===== config.mk =====
export PLATFORM = sky130hd
export DESIGN_NAME = ssi_div_cell
export DESIGN_NICKNAME = d
export VERILOG_FILES = /design/src/rtl/segment_segment_intersection_macros.svh /design/src/rtl/ssi_pkg.sv /design/src/rtl/ssi_div_cell.sv
export SDC_FILE = /design/constraint.sdc
export NUM_CORES = 1
export LEC_CHECK = 0
export BUFFER_PORTS_ARGS = -buffer_cell sky130_fd_sc_hd__clkbuf_2
export CORE_AREA = 2 2 183 185
export DETAILED_ROUTE_END_ITERATION = 12
export DIE_AREA = 0 0 185 187
export HOLD_SLACK_MARGIN = 0.02
export PLACE_DENSITY = 0.56
export SETUP_SLACK_MARGIN = 0.3
export SYNTH_ARGS = -nofsm -noshare
export SYNTH_HDL_FRONTEND = slang
export SYNTH_SLANG_ARGS = --single-unit

===== constraint.sdc =====
create_clock -name clk -period 7.9 [get_ports clk]
set_input_delay 1.185 -clock clk [delete_from_list [all_inputs] [get_ports clk]]
set_output_delay 1.185 -clock clk [all_outputs]
set_load 0.05 [all_outputs]

===== src/rtl/segment_segment_intersection_macros.svh =====
// Assertion macros shared by the segment intersection design.
`ifndef SEGMENT_SEGMENT_INTERSECTION_MACROS_SVH
`define SEGMENT_SEGMENT_INTERSECTION_MACROS_SVH

// Same-cycle implication, checked outside reset.
`define SSI_ASSERT_IMPL(label, ante, cons) \
  label: assert property (@(posedge clk) disable iff (!rst_n) (ante) |-> (cons)) \
    else $error("segment intersection check failed");

// Next-cycle implication, checked outside reset.
`define SSI_ASSERT_NEXT(label, ante, cons) \
  label: assert property (@(posedge clk) disable iff (!rst_n) (ante) |=> (cons)) \
    else $error("segment intersection check failed");

`endif


===== src/rtl/ssi_pkg.sv =====
// Package with widths and types of the segment intersection pipeline.
`timescale 1ns / 1ps
package ssi_pkg;
  localparam int CW = 32;        // coordinate width
  localparam int DW = CW + 1;    // coordinate difference width
  localparam int PW = 2 * DW;    // cross product width
  localparam int NW = PW + 2;    // signed numerator and denominator width
  localparam int MW = NW - 1;    // numerator and denominator magnitude width
  localparam int QW = DW;        // quotient width
  localparam int RW = QW + MW;   // scaled numerator width
  localparam int LW = 34;        // low slice of the numerator in the split multiply
  localparam int HW = MW - LW;   // high slice

  typedef struct packed {
    logic          hit;
    logic [MW-1:0] na;
    logic [MW-1:0] den;
    logic [QW-1:0] mag_x;
    logic [QW-1:0] mag_y;
    logic          neg_x;
    logic          neg_y;
    logic [CW-1:0] start_x;
    logic [CW-1:0] start_y;
  } ssi_front_t;

  typedef struct packed {
    logic          hit;
    logic          neg;
    logic [CW-1:0] start;
  } ssi_tag_t;
endpackage


===== src/rtl/ssi_div_cell.sv =====
// One restoring division cell: decides one quotient bit and passes the rest on.
`timescale 1ns / 1ps
module ssi_div_cell import ssi_pkg::*; #(
  parameter int BIT = 0
) (
  input  logic          clk,
  input  logic          rst_n,
  input  logic          valid_i,
  input  ssi_tag_t      tag_i,
  input  logic [RW-1:0] rem_i,
  input  logic [MW-1:0] den_i,
  input  logic [QW-1:0] q_i,
  output logic          valid_o,
  output ssi_tag_t      tag_o,
  output logic [RW-1:0] rem_o,
  output logic [MW-1:0] den_o,
  output logic [QW-1:0] q_o
);
  logic          valid_r;
  ssi_tag_t      tag_r;
  logic [RW-1:0] rem_r, rem_nxt, trial;
  logic [MW-1:0] den_r;
  logic [QW-1:0] q_r, q_nxt;

  always_comb begin
    trial = RW'(den_i) << BIT;
    if (rem_i >= trial) begin
      rem_nxt = rem_i - trial;
      q_nxt   = q_i | (QW'(1) << BIT);
    end else begin
      rem_nxt = rem_i;
      q_nxt   = q_i;
    end
  end

  always_ff @(posedge clk) begin
    if (!rst_n) begin
      valid_r <= 1'b0;
    end else begin
      valid_r <= valid_i;
    end
  end

  always_ff @(posedge clk) begin
    tag_r <= tag_i;
    rem_r <= rem_nxt;
    den_r <= den_i;
    q_r   <= q_nxt;
  end

  assign valid_o = valid_r;
  assign tag_o   = tag_r;
  assign rem_o   = rem_r;
  assign den_o   = den_r;
  assign q_o     = q_r;
endmodule


==> Word-level counts from Yosys, hierarchy flattened <==
Cells that the tools add are included.
{ "word_totals": {"regBits": 235, "inputBits": 237, "output_inout_bits": 235, "word_cells": 11} }
{ "op_classes": {"addsub": 1, "n_lt_le_gt_ge": 1, "mux": 1} }
{ "ops": {"columns": ["operator", "count"], "rows": [
  ["$ge 100x67->1", 1],
  ["$mux 100", 1],
  ["$sub 100x67->100", 1]
]} }

==> Longest topological paths before layout <==
{ "logic_depth": {"ltp_word": 2, "mapped_depth": 15} }

==> Worst setup path after synthesis <==
Ideal clock, no wire load.
{ "synth_timing": {"path_type": "input to register", "start": "input rem_i[0]", "end": "register rem_r[96], in the netlist rem_o[96]", "setup_time_ns": 0.073, "arrival_time_ns": 3.956, "required_time_ns": 7.827, "setup_slack_ns": 3.872, "path_stages": 13, "path_buffers": 0, "path_cell_list": "inv_1 -> ha_1 -> fa_1 -> nand2b_1 -> a21oi_1 -> o21ai_0 -> o21ai_0 -> a21oi_1 -> o21ai_0 -> a31o_2 -> a21oi_1 -> o311ai_0 -> xnor2_1"} }
{ "synth_via": {"elab_chain_len": 2} }
{ "synth_rtl": {"columns": ["element", "line_no", "text"], "rows": [
  ["start, declared", "ssi_div_cell.sv:10", "input logic [RW-1:0] rem_i,"],
  ["$sub 100x67->100 / $ge 100x67->1 (equally long branches)", "ssi_div_cell.sv:28, ssi_div_cell.sv:27", null],
  ["$mux 100 (*)", "ssi_div_cell.sv:27", "if (rem_i >= trial) begin"],
  ["named net rem_nxt[96]", "ssi_div_cell.sv:21", "logic [RW-1:0] rem_r, rem_nxt, trial;"],
  ["end signal, assigned", "ssi_div_cell.sv:46", "rem_r <= rem_nxt;"],
  ["end, declared", "ssi_div_cell.sv:21", null]
]} }
Mark *: on every way through the listed nets, which the timed path passes. The rest lies on a longest branch.
A chain may end at the register's enable or synchronous reset.

==> Worst setup path in the final report <==
{ "layout_timing": {"start": "input den_i[2]", "end": "register rem_r[75], in the netlist rem_o[75]"} }
{ "layout_via": {"elab_chain_len": 2} }
{ "layout_rtl": {"columns": ["element", "line_no", "text"], "rows": [
  ["start, declared", "ssi_div_cell.sv:11", "input logic [MW-1:0] den_i,"],
  ["$sub 100x67->100 / $ge 100x67->1 (equally long branches)", "ssi_div_cell.sv:28, ssi_div_cell.sv:27", null],
  ["$mux 100 (*)", "ssi_div_cell.sv:27", null],
  ["named net rem_nxt[75]", "ssi_div_cell.sv:21", null]
]} }
Marks and branches as above.

==> run_results.csv <==
group,metric,value,unit
final_layout,areaGrowthSynthToFinish,33.35,%
grt,antenna_found_initial,1,
job,drv_cap,0,
min_path,hold_path_class,"input port to flop",
sta,slew_headroom,28.96,%
synthesis,synthFlopType,"dfxtp_1",
clocking,clk_path_buf_depth,3,
sta,slew_viol_final,0,
floorplanning,rows,67,
placed_design,gp_congestion,0.8961,
clocking,cts-hold-fix-buffers,0,
placed_design,io_buffers,471,
worst_setup_path,crit_type,"input port to flop",
outcome,status,"finished clean",
synthesis,synth_cell_types,62,
clocking,cts_tree,"built",
final_layout,n_fill_cell,3358,
floorplanning,fp.dieH,187,um
worst_setup_path,path_cells,"clkbuf_2, inv_1, ha_1, nor2_1, a211oi_1, o2111ai_1, a211oi_1, o21ai_0, a211oi_1, nor2_1, a21oi_1, and3b_1, xor2_1",
worst_setup_path,critPathMaxStageDelay,0.61,ns
power_and_ir_drop,power_leakage,6.962,nW
sta,tns,0,ns
worst_setup_path,crit_top_cell,"a211oi_1",
floorplanning,chipWidth,185,um
clocking,post_cts_resized,0,
worst_setup_path,critPathRequiredTime,8.32,ns
detailed_routing,antenna_left,0,
sta,finalSetupViolCount,0,
power_and_ir_drop,p_per_area,257.4,mW/mm2
placed_design,dpl_worst_slack,2.866,ns
synthesis,ys_seq_area_share,42.64,%
synthesis,synth_cells,1282,
detailed_routing,wl_per_cell,17.62,um
worst_setup_path,start_kind,"input port",
synthesis,synth-edff-count,0,
synthesis,synth.ff_latch_count,235,
final_layout,antenna_cells,0,
grt,grt_usage,21.57,%
worst_setup_path,crit_arrival,4.89,ns
synthesis,syn_area,0.01103,mm2
detailed_routing,vias,10810,
clocking,cts_setup_buffers,0,
grt,overflow,0,
sta,finalHoldViolations,0,
grt,grt_pass1_wl,58970,um
worst_setup_path,cpMaxStageDelayCell,"a211oi_1",
synthesis,synth_nets,1587,
grt,grt_pass1_vias,10790,
placed_design,post-dp-hpwl,32300,um
final_layout,layout-drive-gt1-share,31.07,%
clocking,cts.sinks,235,
floorplanning,pin_count,472,
sta,post-route-min-period,4.473,ns
worst_setup_path,cp_max_fo,5,
synthesis,ys_warn_count,0,
detailed_routing,routed_via_density,4.916,
synthesis,synth_top_area_cell,"dfxtp_1",
grt,grt_start_max_net_pins,77,
sta,fmax,0.2236,GHz
sta,fin_ws,3.427,ns
synthesis,synth_area_leaders,"dfxtp_1 43%, ha_1 7.6%, o21ai_0 5.3%",
power_and_ir_drop,peakVddDrop,0.2095,mV
clocking,htreeDepth,1,
worst_setup_path,endpoint_kind,"flop",
clocking,clk_pin_slew_worst_paths,0.06,ns
synthesis,yosysTopAreaCellShare,42.64,%
synthesis,async_flop_share,0,%
clocking,cts_root_buffer,"clkbuf_16",
floorplanning,start_util,33.58,%
floorplanning,core,0.03286,mm2
detailed_routing,drtIter0Drc,504,
clocking,numCtsBuffers,26,
sta,rsz0062_at_grt,"no",
final_layout,nets,2039,
synthesis,syn_area_per_cell,8.607,um2
detailed_routing,post-route-drc-count,0,
floorplanning,dieArea,0.03460,mm2
final_layout,layout_common_cells,"471 x clkbuf_2, 235 x dfxtp_1, 145 x nand2_1, 116 x o21ai_0, 103 x a21oi_1",
sta,worst_slew_pin_slew,1.057,ns
detailed_routing,firstDrtPassIters,5,
sta,post-route-period-util,56.62,%
detailed_routing,wl,38740,um
final_layout,final_common_cell,"clkbuf_2",
==> final cells by class <==
| class | count | area (um2) | area share, % |
|---|---|---|---|
| Tap cell | 448 | 560.5 | 3.810 |
| Clock buffer | 32 | 734.5 | 4.991 |
| Multi-Input combinational cell | 914 | 5813 | 39.51 |
| Timing Repair Buffer | 473 | 2385 | 16.21 |
| Sequential cell | 235 | 4705 | 31.97 |
| Inverter | 84 | 315.3 | 2.143 |
| Clock inverter | 13 | 201.4 | 1.369 |
==> where the power goes <==
| part | leakage, nW | total [W] | switching [W] | internal [W] |
|---|---|---|---|---|
| Sequential | 1.98 | 0.00135 | 0.0000342 | 0.00131 |
| Combinational | 4.53 | 0.00112 | 0.000828 | 0.000293 |
| Clock | 0.454 | 0.00132 | 0.000500 | 0.000820 |
==> worst max-delay path, delay by kind of cell <==
kind | cells | cell delay, ns
fa+ha+maj | 1 | 0.37
compound gates | 6 | 2.49
buf+inv | 2 | 0.14
simple gates | 3 | 0.54
xor+xnor | 1 | 0.16
==> kinds of logic after synthesis <==
kind of cell	synth area share, %
DFF	42.64
AOI/OAI and AO/OA	18.79
muxes	0.7030
xor gates and xnor gates	7.540
and+or+nand+nor	17.79
buffers and inverters	4.762
adders and majority gates	7.779
==> cell usage after synthesis, drive strengths merged (15+ instances only) <==
| library cell | number |
|---|---|
| nor2 | 84 |
| a21oi | 103 |
| o21bai | 17 |
| nor4 | 15 |
| clkbuf | 38 |
| a31oi | 17 |
| nor3 | 29 |
| xnor2 | 48 |
| inv | 84 |
| dfxtp | 235 |
| nand2 | 145 |
| or3 | 16 |
| nand2b | 18 |
| a21o | 34 |
| nand4 | 33 |
| o21ai | 118 |
| xor2 | 47 |
| ha | 67 |
| nand3 | 18 |
==> state kept, by name (all words and copies together) (netlist names) <==
register	cells
den_o	67
q_o	33
rem_o	100
tag_o	34
valid_o	1
==> final timing paths <==
check | from | to | slack [ns] | cells after the start
setup / recovery | den_i[2] | rem_o[75] | 3.43 | 13
hold / removal | tag_i[12] | tag_o[12] | 0.74 | 1
==> per-layer routing <==
metal / GRT usage, % / share of wire [%] / up-vias
li1: - / - / 5390
met1: 25.53 / 40 / 4905
met2: 38.20 / 48 / 430
met3: 4.868 / 8.0 / 83
met4: 7.143 / 3.1 / 2
met5: 0 / 0.039 / -
==> stage by stage <==
stage                     power [W]  instance area (um2)  util, %  std cells  hold slack [ns]
after global placement     0.002490                13780    41.93       2154            1.288
after detailed placement   0.002492                13780    41.93       2154            1.289
after CTS                  0.003829                14710    44.78       2199           0.7049
final                      0.003787                14710    44.78       2199           0.7404
after global routing       0.003946                14710    44.78       2199           0.7244
after floorplan            0.002162                11030        -       1282            1.213
Power figures use the tool's default switching activity.
